--- config.mk ---
export PLATFORM = sky130hd
export DESIGN_NAME = mscc_execute
export DESIGN_NICKNAME = d
export VERILOG_FILES = /design/src/rtl/core/mscc_pkg.sv /design/src/rtl/core/mscc_execute.sv
export SDC_FILE = /design/constraint.sdc
export NUM_CORES = 1
export LEC_CHECK = 0
export BUFFER_PORTS_ARGS = -buffer_cell sky130_fd_sc_hd__buf_2
export CAP_MARGIN = 20
export CORE_MARGIN = 10
export CORE_UTILIZATION = 45
export DETAILED_ROUTE_END_ITERATION = 8
export GPL_TIMING_DRIVEN = 0
export PLACE_DENSITY = 0.75
export SYNTH_ARGS = -nofsm -noshare
export SYNTH_HDL_FRONTEND = slang
export SYNTH_SLANG_ARGS = --single-unit
--- constraint.sdc ---
create_clock -name vclk -period 10.8
set_input_delay 1.62 -clock vclk [all_inputs]
set_output_delay 1.62 -clock vclk [all_outputs]
set_load 0.1 [all_outputs]
--- src/rtl/core/mscc_pkg.sv ---
`default_nettype none

package mscc_pkg;

    // Data store geometry: four byte banks, one byte lane each
    localparam int DATA_BYTES = 4096;
    localparam int DS_AW      = 12;
    localparam int NUM_BANKS  = 4;
    localparam int NUM_ROWS   = DATA_BYTES / NUM_BANKS;
    localparam int ROW_AW     = DS_AW - 2;

    localparam int NUM_REGS = 32;

    // Request operations
    localparam logic [1:0] OP_EXEC  = 2'd0;
    localparam logic [1:0] OP_WBYTE = 2'd1;
    localparam logic [1:0] OP_RBYTE = 2'd2;

    localparam logic [31:0] HALT_WORD = 32'hFFFF_FFFF;

    // Opcodes
    localparam logic [5:0] OPC_RTYPE = 6'd0;
    localparam logic [5:0] OPC_J     = 6'd2;
    localparam logic [5:0] OPC_BEQ   = 6'd4;
    localparam logic [5:0] OPC_ADDIU = 6'd9;
    localparam logic [5:0] OPC_LW    = 6'd35;
    localparam logic [5:0] OPC_SW    = 6'd43;

    // ALU codes, funct bits 2:0
    localparam logic [2:0] ALU_ADD = 3'd1;
    localparam logic [2:0] ALU_SUB = 3'd3;
    localparam logic [2:0] ALU_AND = 3'd4;
    localparam logic [2:0] ALU_OR  = 3'd5;
    localparam logic [2:0] ALU_NOR = 3'd7;

    typedef struct packed {
        logic              wr_word;
        logic              rd_word;
        logic              wr_byte;
        logic              rd_byte;
        logic [DS_AW-1:0]  addr;
        logic [31:0]       word;
        logic [7:0]        bval;
    } t_ds_req;

    typedef struct packed {
        logic        halt;
        logic [31:0] pc;
        logic        wr_en;
        logic [4:0]  wr_idx;
        logic [31:0] val;
        logic        is_load;
        logic        mem_wr;
        logic [31:0] mem_addr;
        logic        rbyte;
    } t_exec_res;

endpackage

`default_nettype wire

--- src/rtl/core/mscc_execute.sv ---
`default_nettype none

module mscc_execute (
    input  wire logic          i_valid,
    input  wire logic [1:0]    i_op,
    input  wire logic [31:0]   i_inst,
    input  wire logic [11:0]   i_baddr,
    input  wire logic [7:0]    i_bval,
    input  wire logic [31:0]   i_a,
    input  wire logic [31:0]   i_b,
    input  wire logic [31:0]   i_pc,
    input  wire logic          i_halt,
    output mscc_pkg::t_exec_res o_res,
    output mscc_pkg::t_ds_req   o_req
);

    import mscc_pkg::*;

    always_comb begin
        logic [5:0]  opcode;
        logic [4:0]  rt;
        logic [4:0]  rd;
        logic [31:0] sext;
        logic [31:0] sum;
        logic [31:0] pc4;
        logic [31:0] npc;
        logic [31:0] alu;
        logic        wr;
        logic [4:0]  dest;
        logic [31:0] value;

        opcode = i_inst[31:26];
        rt     = i_inst[20:16];
        rd     = i_inst[15:11];
        sext   = {{16{i_inst[15]}}, i_inst[15:0]};
        sum    = i_a + sext;
        pc4    = i_pc + 32'd4;
        npc    = pc4;
        wr     = 1'b0;
        dest   = '0;
        value  = '0;

        case (i_inst[2:0])
            ALU_ADD: alu = i_a + i_b;
            ALU_SUB: alu = i_a - i_b;
            ALU_AND: alu = i_a & i_b;
            ALU_OR:  alu = i_a | i_b;
            ALU_NOR: alu = ~(i_a | i_b);
            default: alu = '0;
        endcase

        o_res      = '0;
        o_res.halt = i_halt;
        o_res.pc   = i_pc;

        o_req      = '0;
        o_req.addr = sum[DS_AW-1:0];
        o_req.word = i_b;
        o_req.bval = i_bval;

        if (i_valid) begin
            unique case (i_op)
                OP_EXEC: begin
                    if (!i_halt && i_inst == HALT_WORD) begin
                        o_res.halt = 1'b1;
                    end else if (!i_halt) begin
                        unique case (opcode)
                            OPC_RTYPE: begin
                                wr    = 1'b1;
                                dest  = rd;
                                value = alu;
                            end
                            OPC_ADDIU: begin
                                wr    = 1'b1;
                                dest  = rt;
                                value = sum;
                            end
                            OPC_LW: begin
                                wr             = 1'b1;
                                dest           = rt;
                                o_res.is_load  = 1'b1;
                                o_res.mem_addr = sum;
                                o_req.rd_word  = 1'b1;
                            end
                            OPC_SW: begin
                                o_res.mem_wr   = 1'b1;
                                o_res.mem_addr = sum;
                                o_req.wr_word  = 1'b1;
                            end
                            OPC_BEQ: begin
                                if (i_a == i_b) begin
                                    npc = pc4 + {sext[29:0], 2'b00};
                                end
                            end
                            OPC_J: begin
                                npc = {pc4[31:28], i_inst[25:0], 2'b00};
                            end
                            default: ;
                        endcase
                        // register zero is never written
                        if (wr && dest != 5'd0) begin
                            o_res.wr_en  = 1'b1;
                            o_res.wr_idx = dest;
                            o_res.val    = value;
                        end
                        o_res.pc = npc;
                    end
                end
                OP_WBYTE: begin
                    o_req.addr    = i_baddr;
                    o_req.wr_byte = 1'b1;
                end
                OP_RBYTE: begin
                    o_req.addr    = i_baddr;
                    o_req.rd_byte = 1'b1;
                    o_res.rbyte   = 1'b1;
                end
                default: ;
            endcase
        end
    end

endmodule

`default_nettype wire

==> key figures <==
Status
  – Status: completed

Power
  – Worst VDD drop: 55.5 uV
  – Leakage power figure: 0.00621 uW
  – Total power draw: 813 uW
  – Pwr dens: 64.2 nW/um2

Global routing
  – Remaining global-route overflow: 0
  – Vias in the first global route: 13344
  – Tot GR Track Use: 0.295
  – Initial antenna violation count: 2
  – First-pass GRT wire length: 73900 um
  – Largest net degree at the start of global routing: 39

Synthesis
  – Yosys warns: 0
  – Synthesized Nets: 1949
  – Mapped cell area: 10700 um2
  – Synth cell types: 89
  – Avg Cell Area, Syn: 6.63 um2
  – Mapped Cells: 1619
  – Sequential fraction of the synthesis area: 0

Floorplan
  – Die ar.: 30400 um2
  – Die H: 174 um
  – Rows: 56
  – Chip Width: 174 um
  – Core Area: 23500 um2
  – I/O pins: 314
  – Initial Util: 0.457

Cells and area
  – Number of clock buffers in the layout: 0
  – Commonest non-fill, non-tap cell in the layout: buf_2
  – Non-filler cells, final: 2245
  – Share of layout cells above drive strength 1: 0.223
  – Seq_cells: 0
  – Final net count: 2256
  – Final core area utilization: 0.539
  – Commonest non-fill, non-tap cells in the layout: 324 x buf_2, 174 x ha_1, 166 x nor2_1, 136 x nand2_1, 134 x a21oi_1
  – Sequential Area: 0 um2
  – Layout area overhead: 18.0%

Placed design
  – Gpl congestion: 1.02
  – Cells after DPL: 2243
  – HPWL after detailed placement: 39900 um
  – Port bufs: 305

Timing
  – Slew Viols, Final: 0
  – Final period util: 0.744
  – Hold Violations, Final: 0
  – RSZ-0062 raised after global routing: no
  – Slew headroom: 0.304
  – Final setup viols: 0
  – Period minus WS final: 8030 ps
  – Final setup TNS: 0 ps
  – Slew of the pin with the lowest slew margin: 1040 ps
  – F_max: 124 MHz

Routing
  – DR vias/cell: 6.05
  – Routed len/inst: 21.5 um
  – DRC viols: 0
  – WL final: 48200 um
  – Drt pass-1 iters: 6
  – Final ANT Viol Nets: 0
  – Iteration-0 DRC Markers: 1355
  – Total number of vias: 13577

Critical path
  – Cell chain of the critical path: buf_2, clkbuf_1, clkinv_1, clkbuf_1, fa_1, nor2b_1, o31a_1, o31ai_1, a21oi_1, a31o_2, a31o_2, a41oi_1, nor3_1, xnor2_1, nand2_1, a21oi_1, buf_2
  – Critical path class: in -> out
  – Crit-path max FO: 10
  – Worst setup SP type: input pin
  – Kind of end point of the critical path: output pin
  – Crit path buf inv count: 5
  – Arr. time, crit path: 6410 ps
  – Crit path max-delay family: buffers and inverters
  – Worst path max stage delay: 590 ps
  – Slowest cell on crit path: fa_1
  – Required @ worst endpoint: 9180 ps

Hold path
  – Hold Path Class: in -> out

CTS
  – Hold_buf cts: 0
  – Setup Fix Bufs, Post-CTS: 0
  – Post-cts sizing count: 0

Flow run
  – Max Cap Viol: 0
==> metrics by stage <==
step / setup WS [ps] / instance area [um2] / hold slack, ps
2_1_floorplan: 2570 / 10700 / 3450
3_5_place_dp: 2940 / 12700 / 3630
4_1_cts: 2920 / 12700 / 3630
6_report: 2770 / 12700 / 3630
5_1_grt: 2540 / 12700 / 3630
3_3_place_gp: 3010 / 12700 / 3630
==> layout make-up <==
type / count / area [um2]
diodes: 2 / 5.00
plain buffers: 121 / 682
multi-input cells: 1382 / 9610
inverters: 116 / 435
well taps: 319 / 399
repair buffers: 305 / 1530
fillers: 2414 / 10800
==> cells by family after synthesis <==
logic type	Yosys count	synth area share
AO/OA/AOI/OAI	553	0.344
AND/OR/NAND/NOR	525	0.237
XOR/XNOR	114	0.0931
buffers and inverters	237	0.104
multiplexers	12	0.0121
adder cells (fa/ha/maj)	178	0.210
==> metal layers <==
layer,track usage,vias to the layer above,routed length (um),part of all wire
met5,0,-,11,0.00023
met2,0.522,745,22900,0.47
met3,0.0585,103,4660,0.097
met4,0.0720,2,1300,0.027
li1,-,6429,-,-
met1,0.357,6298,19400,0.40
==> cells in the mapped netlist (13+ instances only) <==
library cell / number / share of area
a211oi_1: 27 / 0.019
a21o_1: 40 / 0.028
a21oi_1: 134 / 0.063
a221oi_1: 21 / 0.017
a22oi_1: 20 / 0.014
a31oi_1: 20 / 0.012
and3_1: 13 / 0.0076
buf_2: 19 / 0.0089
buf_4: 46 / 0.032
clkbuf_1: 47 / 0.016
ha_1: 174 / 0.20
inv_1: 112 / 0.039
nand2_1: 136 / 0.048
nand2b_1: 15 / 0.0087
nand3_1: 56 / 0.026
nand4_1: 17 / 0.0099
nor2_1: 166 / 0.058
nor2b_1: 28 / 0.016
nor3_1: 25 / 0.012
o21a_1: 17 / 0.012
o21ai_0: 118 / 0.055
o21bai_1: 21 / 0.015
o221ai_1: 17 / 0.014
o22ai_1: 14 / 0.0082
o31ai_1: 13 / 0.0091
xnor2_1: 80 / 0.065
xor2_1: 34 / 0.028
==> where the power goes <==
group / leakage (uW) / internal (uW) / switching [uW] / total, uW
logic: 0.00621 / 253 / 560 / 813
registers: 0 / 0 / 0 / 0
clock network: 0.0000000134 / 0.000000402 / 0 / 0.000000415
==> final timing paths <==
check	from	end	slack, ps	cells after the start
setup / recovery	i_inst[1]	o_res[101]	2770	17
hold / removal	i_bval[6]	o_req[6]	3630	2
No activity file was read; power rests on OpenSTA's default activity.
