## src/rtl/core/mscc_pkg.sv

```systemverilog
`default_nettype none

package mscc_pkg;

    // Data store geometry: four byte banks, one byte lane each
    localparam int DATA_BYTES = 4096;
    localparam int DS_AW      = 12;
    localparam int NUM_BANKS  = 4;
    localparam int NUM_ROWS   = DATA_BYTES / NUM_BANKS;
    localparam int ROW_AW     = DS_AW - 2;

    localparam int NUM_REGS = 32;

    // Request operations
    localparam logic [1:0] OP_EXEC  = 2'd0;
    localparam logic [1:0] OP_WBYTE = 2'd1;
    localparam logic [1:0] OP_RBYTE = 2'd2;

    localparam logic [31:0] HALT_WORD = 32'hFFFF_FFFF;

    // Opcodes
    localparam logic [5:0] OPC_RTYPE = 6'd0;
    localparam logic [5:0] OPC_J     = 6'd2;
    localparam logic [5:0] OPC_BEQ   = 6'd4;
    localparam logic [5:0] OPC_ADDIU = 6'd9;
    localparam logic [5:0] OPC_LW    = 6'd35;
    localparam logic [5:0] OPC_SW    = 6'd43;

    // ALU codes, funct bits 2:0
    localparam logic [2:0] ALU_ADD = 3'd1;
    localparam logic [2:0] ALU_SUB = 3'd3;
    localparam logic [2:0] ALU_AND = 3'd4;
    localparam logic [2:0] ALU_OR  = 3'd5;
    localparam logic [2:0] ALU_NOR = 3'd7;

    typedef struct packed {
        logic              wr_word;
        logic              rd_word;
        logic              wr_byte;
        logic              rd_byte;
        logic [DS_AW-1:0]  addr;
        logic [31:0]       word;
        logic [7:0]        bval;
    } t_ds_req;

    typedef struct packed {
        logic        halt;
        logic [31:0] pc;
        logic        wr_en;
        logic [4:0]  wr_idx;
        logic [31:0] val;
        logic        is_load;
        logic        mem_wr;
        logic [31:0] mem_addr;
        logic        rbyte;
    } t_exec_res;

endpackage

`default_nettype wire

```

## src/rtl/core/mscc_ram.sv

```systemverilog
`default_nettype none

module mscc_ram #(
    parameter int  WIDTH = 8,
    parameter int  DEPTH = 1024,
    localparam int AW    = $clog2(DEPTH)
) (
    input  wire logic             i_clk,
    input  wire logic             i_we,
    input  wire logic [AW-1:0]    i_waddr,
    input  wire logic [WIDTH-1:0] i_wdata,
    input  wire logic             i_re,
    input  wire logic [AW-1:0]    i_raddr,
    output logic      [WIDTH-1:0] o_rdata
);

    logic [WIDTH-1:0] r_mem [DEPTH];
    logic [WIDTH-1:0] r_rdata;

    always_ff @(posedge i_clk) begin
        if (i_we) begin
            r_mem[i_waddr] <= i_wdata;
        end
        if (i_re) begin
            r_rdata <= r_mem[i_raddr];
        end
    end

    assign o_rdata = r_rdata;

endmodule

`default_nettype wire

```

## src/rtl/core/mscc_regfile.sv

```systemverilog
`default_nettype none

module mscc_regfile (
    input  wire logic        i_clk,
    input  wire logic        i_rst_n,
    input  wire logic        i_en,
    input  wire logic [4:0]  i_rs,
    input  wire logic [4:0]  i_rt,
    input  wire logic        i_we,
    input  wire logic [4:0]  i_wa,
    input  wire logic [31:0] i_wd,
    output logic      [31:0] o_rs_val,
    output logic      [31:0] o_rt_val
);

    import mscc_pkg::*;

    logic [NUM_REGS-1:0] r_valid;
    logic [4:0]          r_rs;
    logic [4:0]          r_rt;
    logic                r_rs_vld;
    logic                r_rt_vld;
    logic                r_byp_en;
    logic [4:0]          r_byp_a;
    logic [31:0]         r_byp_d;
    logic [31:0]         rs_ram;
    logic [31:0]         rt_ram;
    logic                we;

    assign we = i_en && i_we;

    // entries never written read as zero
    always_ff @(posedge i_clk) begin
        if (!i_rst_n) begin
            r_valid <= '0;
        end else if (we) begin
            r_valid[i_wa] <= 1'b1;
        end
    end

    // bypass holds the write that lands on the same edge as the read
    always_ff @(posedge i_clk) begin
        if (!i_rst_n) begin
            r_byp_en <= 1'b0;
        end else if (i_en) begin
            r_byp_en <= i_we;
        end
    end

    always_ff @(posedge i_clk) begin
        if (i_en) begin
            r_rs     <= i_rs;
            r_rt     <= i_rt;
            r_rs_vld <= r_valid[i_rs];
            r_rt_vld <= r_valid[i_rt];
            r_byp_a  <= i_wa;
            r_byp_d  <= i_wd;
        end
    end

    mscc_ram #(.WIDTH(32), .DEPTH(NUM_REGS)) u_rs_ram (
        .i_clk   (i_clk),
        .i_we    (we),
        .i_waddr (i_wa),
        .i_wdata (i_wd),
        .i_re    (i_en),
        .i_raddr (i_rs),
        .o_rdata (rs_ram)
    );

    mscc_ram #(.WIDTH(32), .DEPTH(NUM_REGS)) u_rt_ram (
        .i_clk   (i_clk),
        .i_we    (we),
        .i_waddr (i_wa),
        .i_wdata (i_wd),
        .i_re    (i_en),
        .i_raddr (i_rt),
        .o_rdata (rt_ram)
    );

    // newest first: pending writeback, then same-edge write, then array
    always_comb begin
        if (i_we && i_wa == r_rs) begin
            o_rs_val = i_wd;
        end else if (r_byp_en && r_byp_a == r_rs) begin
            o_rs_val = r_byp_d;
        end else if (r_rs_vld) begin
            o_rs_val = rs_ram;
        end else begin
            o_rs_val = '0;
        end

        if (i_we && i_wa == r_rt) begin
            o_rt_val = i_wd;
        end else if (r_byp_en && r_byp_a == r_rt) begin
            o_rt_val = r_byp_d;
        end else if (r_rt_vld) begin
            o_rt_val = rt_ram;
        end else begin
            o_rt_val = '0;
        end
    end

endmodule

`default_nettype wire

```

## config.mk

```make
export PLATFORM = sky130hd
export DESIGN_NAME = mscc_regfile
export DESIGN_NICKNAME = d
export VERILOG_FILES = /design/src/rtl/core/mscc_pkg.sv /design/src/rtl/core/mscc_ram.sv /design/src/rtl/core/mscc_regfile.sv
export SDC_FILE = /design/constraint.sdc
export NUM_CORES = 1
export LEC_CHECK = 0
export BUFFER_PORTS_ARGS = -buffer_cell sky130_fd_sc_hd__buf_2
export CAP_MARGIN = 20
export CORE_ASPECT_RATIO = 0.6
export CORE_MARGIN = 1
export CORE_UTILIZATION = 41
export DETAILED_ROUTE_END_ITERATION = 16
export PLACE_DENSITY_LB_ADDON = 0.15
export SYNTH_ARGS = -nofsm -noshare
export SYNTH_HDL_FRONTEND = slang
export SYNTH_SLANG_ARGS = --single-unit
export TNS_END_PERCENT = 100
```

## constraint.sdc

```tcl
create_clock -name i_clk -period 3.53 [get_ports i_clk]
set_input_delay 0.706 -clock i_clk [delete_from_list [all_inputs] [get_ports i_clk]]
set_output_delay 0.706 -clock i_clk [all_outputs]
set_load 0.02 [all_outputs]
```

==> flow_metrics.tcl <==
set metrics [dict create \
    fin_nets 4149 \
    min_period_ns 3.54 \
    async_reset_ff_share_pct 0 \
    finalSetupViolCount 4 \
    maxCapViolations 0 \
    grt_pass1_vias 35358 \
    fmax_mhz 282 \
    crit_arrival_ns 2.84 \
    crit_slowest_cell "edfxtp_1" \
    crit_chain "xor2_1 > nor4_2 > and2_4 > buf_12 > buf_6 > nand2_4 > a31oi_4 > buf_6" \
    ir_worst_vdd_mv 0.397 \
    worstSetupPathType "flip-flop to output port" \
    synth_edf_count 1137 \
    cts_htree_levels 3 \
    port_buffers 114 \
    powerDensity_nw_per_um2 483 \
    drv_slew 0 \
    cp_common_cell "buf_6" \
    cp-end-kind "output port" \
    hold_violations 0 \
    p_leak_nw 23.3 \
    synth_area_um2 55200 \
    crit_path_max_incr_delay_ns 0.47 \
    crit_fanout 8 \
    cts.sinks 1170 \
    gp_congestion 0.820 \
    drive_gt1_share_pct 13.5 \
    hp-class "input pin to flip-flop" \
    synth_cell_types 38 \
    n_fill_cell 11633 \
    cts_root_buf "clkbuf_16" \
    cts_hold_buf 0 \
    rsz0062_at_grt "true" \
    skew_ns 0.0251 \
    cp.required_ns 2.82 \
    dr.pass1.iters 7 \
    status "complete, but fails checks" \
    finalCritPeriodShare_pct 100 \
    pin_count 115 \
    grt_max_degree 84 \
    final_antenna_net_count 0 \
    drc 0 \
    wire_per_inst_um 32.1 \
    numCtsBuffers 111 \
    seq_area_frac_synth_pct 63.1 \
    fin_ws_ns -0.0135 \
    clk_path_buf_depth 3 \
    dp_hpwl_um 102000 \
    die_x_um 476 \
    fin_util_pct 47.8 \
    rr_worst_depth 5 \
    antenna_found_initial 9 \
    worst_skew_pair.late_latency_ns 0.75 \
    core-area_um2 132000 \
    synth_cells 3979 \
    drt-initial-drc-count 4465 \
    syn_nets 4030 \
    postSynthAreaPerCell_um2 13.9 \
    track_usage_pct 27.3 \
    clk_pin_slew_ns 0.06 \
    max_slew_margin_pct 34.8 \
    min_path_cells 1 \
    syn_to_final_growth_pct 14.7 \
    setup_tns_ns -0.0312 \
    ys_seq_elements 1170 \
    wl_um 192000 \
    rows 103 \
    ys_warn_count 0 \
    tritoncts "built" \
    tightest_slew_ns 0.978 \
    drt-vias-per-instance 6.15 \
    die_y_um 286 \
    gr-total-overflow 0 \
    ys.flop_type "edfxtp_1" \
    cp-start-kind "flip-flop" \
    vias 36782 \
    violations "setup timing" \
    grt_pass1_wl_um 265000 \
    start_util_pct 41.7 \
    dieArea_um2 136000 \
]
layout make-up:
| type | count | area [um^2] | share of cell area, % |
|---|---|---|---|
| multi-input combinational | 2498 | 19300 | 30.4 |
| tap | 1785 | 2230 | 3.53 |
| timing repair buffer | 314 | 3410 | 5.38 |
| clock inverter | 72 | 656 | 1.04 |
| inverter | 3 | 11.3 | 0.0178 |
| sequential | 1170 | 34800 | 55.0 |
| antenna | 3 | 7.51 | 0.0119 |
| clock buffer | 136 | 2920 | 4.62 |
worst paths after layout:
path	start	end	slack (ns)
worst min register to register	r_valid[3]$_SDFFE_PN0P_	r_valid[3]$_SDFFE_PN0P_	0.49
worst max register to register	u_rt_ram.r_mem[5][3]$_DFFE_PP_	u_rt_ram.o_rdata[3]$_DFFE_PP_	1.79
worst min-delay path	i_rt[3]	r_rt[3]$_DFFE_PP_	0.24
worst max-delay path	r_rt[2]$_DFFE_PP_	o_rt_val[13]	-0.01
cells in the final DEF, fill, tap and decap left out, drive strengths merged:
| master | n |
|---|---|
| diode | 3 |
| clkinvlp | 5 |
| xnor2 | 3 |
| nand3b | 3 |
| nor2b | 4 |
| a31oi | 130 |
| and3 | 1 |
| nand3 | 266 |
| nor4 | 3 |
| or3 | 2 |
| nor2 | 102 |
| and2 | 4 |
| nand2 | 269 |
| a21oi | 198 |
| clkbuf | 140 |
| mux2i | 1056 |
| or2 | 2 |
| xor2 | 14 |
| bufinv | 8 |
| a21boi | 1 |
| clkinv | 55 |
| nor3 | 66 |
| a222oi | 1 |
| a22oi | 198 |
| or3b | 1 |
| inv | 7 |
| nand4b | 1 |
| buf | 310 |
| nand2b | 7 |
| a22o | 132 |
| nand4 | 1 |
| o2111a | 1 |
| edfxtp | 1137 |
| dfxtp | 33 |
| o21a | 32 |
cell families (layout without fill, tap and decap cells):
group,after synthesis,count (layout),share of synthesized area (%)
muxes,1056,1056,19.2
buffers and inverters,311,525,3.02
xor gates and xnor gates,17,17,0.270
AOI/OAI and AO/OA,693,693,8.55
and+or+nand+nor,732,732,5.94
DFF,1170,1170,63.1
other,0,3,0
worst max-delay path, delay by kind of cell (launching register included):
kind,cells,cell delay [ns]
xor gates and xnor gates,1,0.19
buffers and inverters,3,0.55
AOI/OAI and AO/OA,1,0.18
and+or+nand+nor,3,0.71
DFF,1,0.47
registers in the layout (all words and copies together), names as in the netlist:
register / flops
u_rt_ram.r_mem: 992
r_byp_d: 32
r_valid: 32
u_rs_ram.o_rdata: 32
u_rs_ram.r_mem: 32
u_rt_ram.o_rdata: 32
r_byp_a: 5
r_rs: 5
r_rt: 5
r_byp_en: 1
r_rs_vld: 1
r_rt_vld: 1
metal layers:
| metal | wire length, um | vias up | global-route usage [%] |
|---|---|---|---|
| li1 | - | 15812 | - |
| met1 | 86100 | 18897 | 40.6 |
| met2 | 83700 | 1766 | 41.4 |
| met3 | 17100 | 301 | 4.48 |
| met4 | 5320 | 6 | 6.73 |
| met5 | 42 | - | 0 |
per-stage QoR:
stage               hold slack [ns]  worst slack [ns]  power (mW)  cell area (um^2)  std cells
finish                        0.242           -0.0135        30.6             63300       5981
global route                  0.208            -0.152        31.4             63300       5979
CTS                           0.196            0.0276        30.7             62700       5963
detailed placement            0.479             0.566        18.7             59100       5754
global placement              0.470             0.631        18.7             59100       5754
floorplan                     0.461             0.280        17.5             55200       3979
synth_stat cells (all sizes together) (3+ instances only):
cell type  instances  share of area, %
edfxtp          1137                62
mux2i           1056                19
nand2            269               1.8
nand3            266               2.4
buf              206               2.3
a21oi            198               1.8
a22oi            198               2.7
a22o             132               2.1
a31oi            130               1.5
clkbuf           102              0.70
nor2             102              0.69
nor3              66              0.60
dfxtp             33               1.2
o21a              32              0.44
xor2              14              0.22
nand2b             7             0.079
and2               4             0.045
nor2b              4             0.045
inv                3             0.020
nand3b             3             0.041
nor4               3             0.068
xnor2              3             0.048
power by group:
group / switching, mW / leakage (nW) / internal, mW
Sequential: 0.148 / 10.6 / 15.5
Clock: 5.52 / 1.75 / 6.51
Combinational: 1.91 / 10.9 / 1.05
repair_timing:
| item | 4_1_cts | 5_1_grt |
|---|---|---|
| gates resized for setup | 2 | 103 |
| cloned | 0 | 5 |
| setup endpoints to repair | 33 | 53 |
| setup buffers | 1 | 10 |
| pin swaps | 2 | 32 |
No activity file was read; power rests on OpenSTA's default activity.
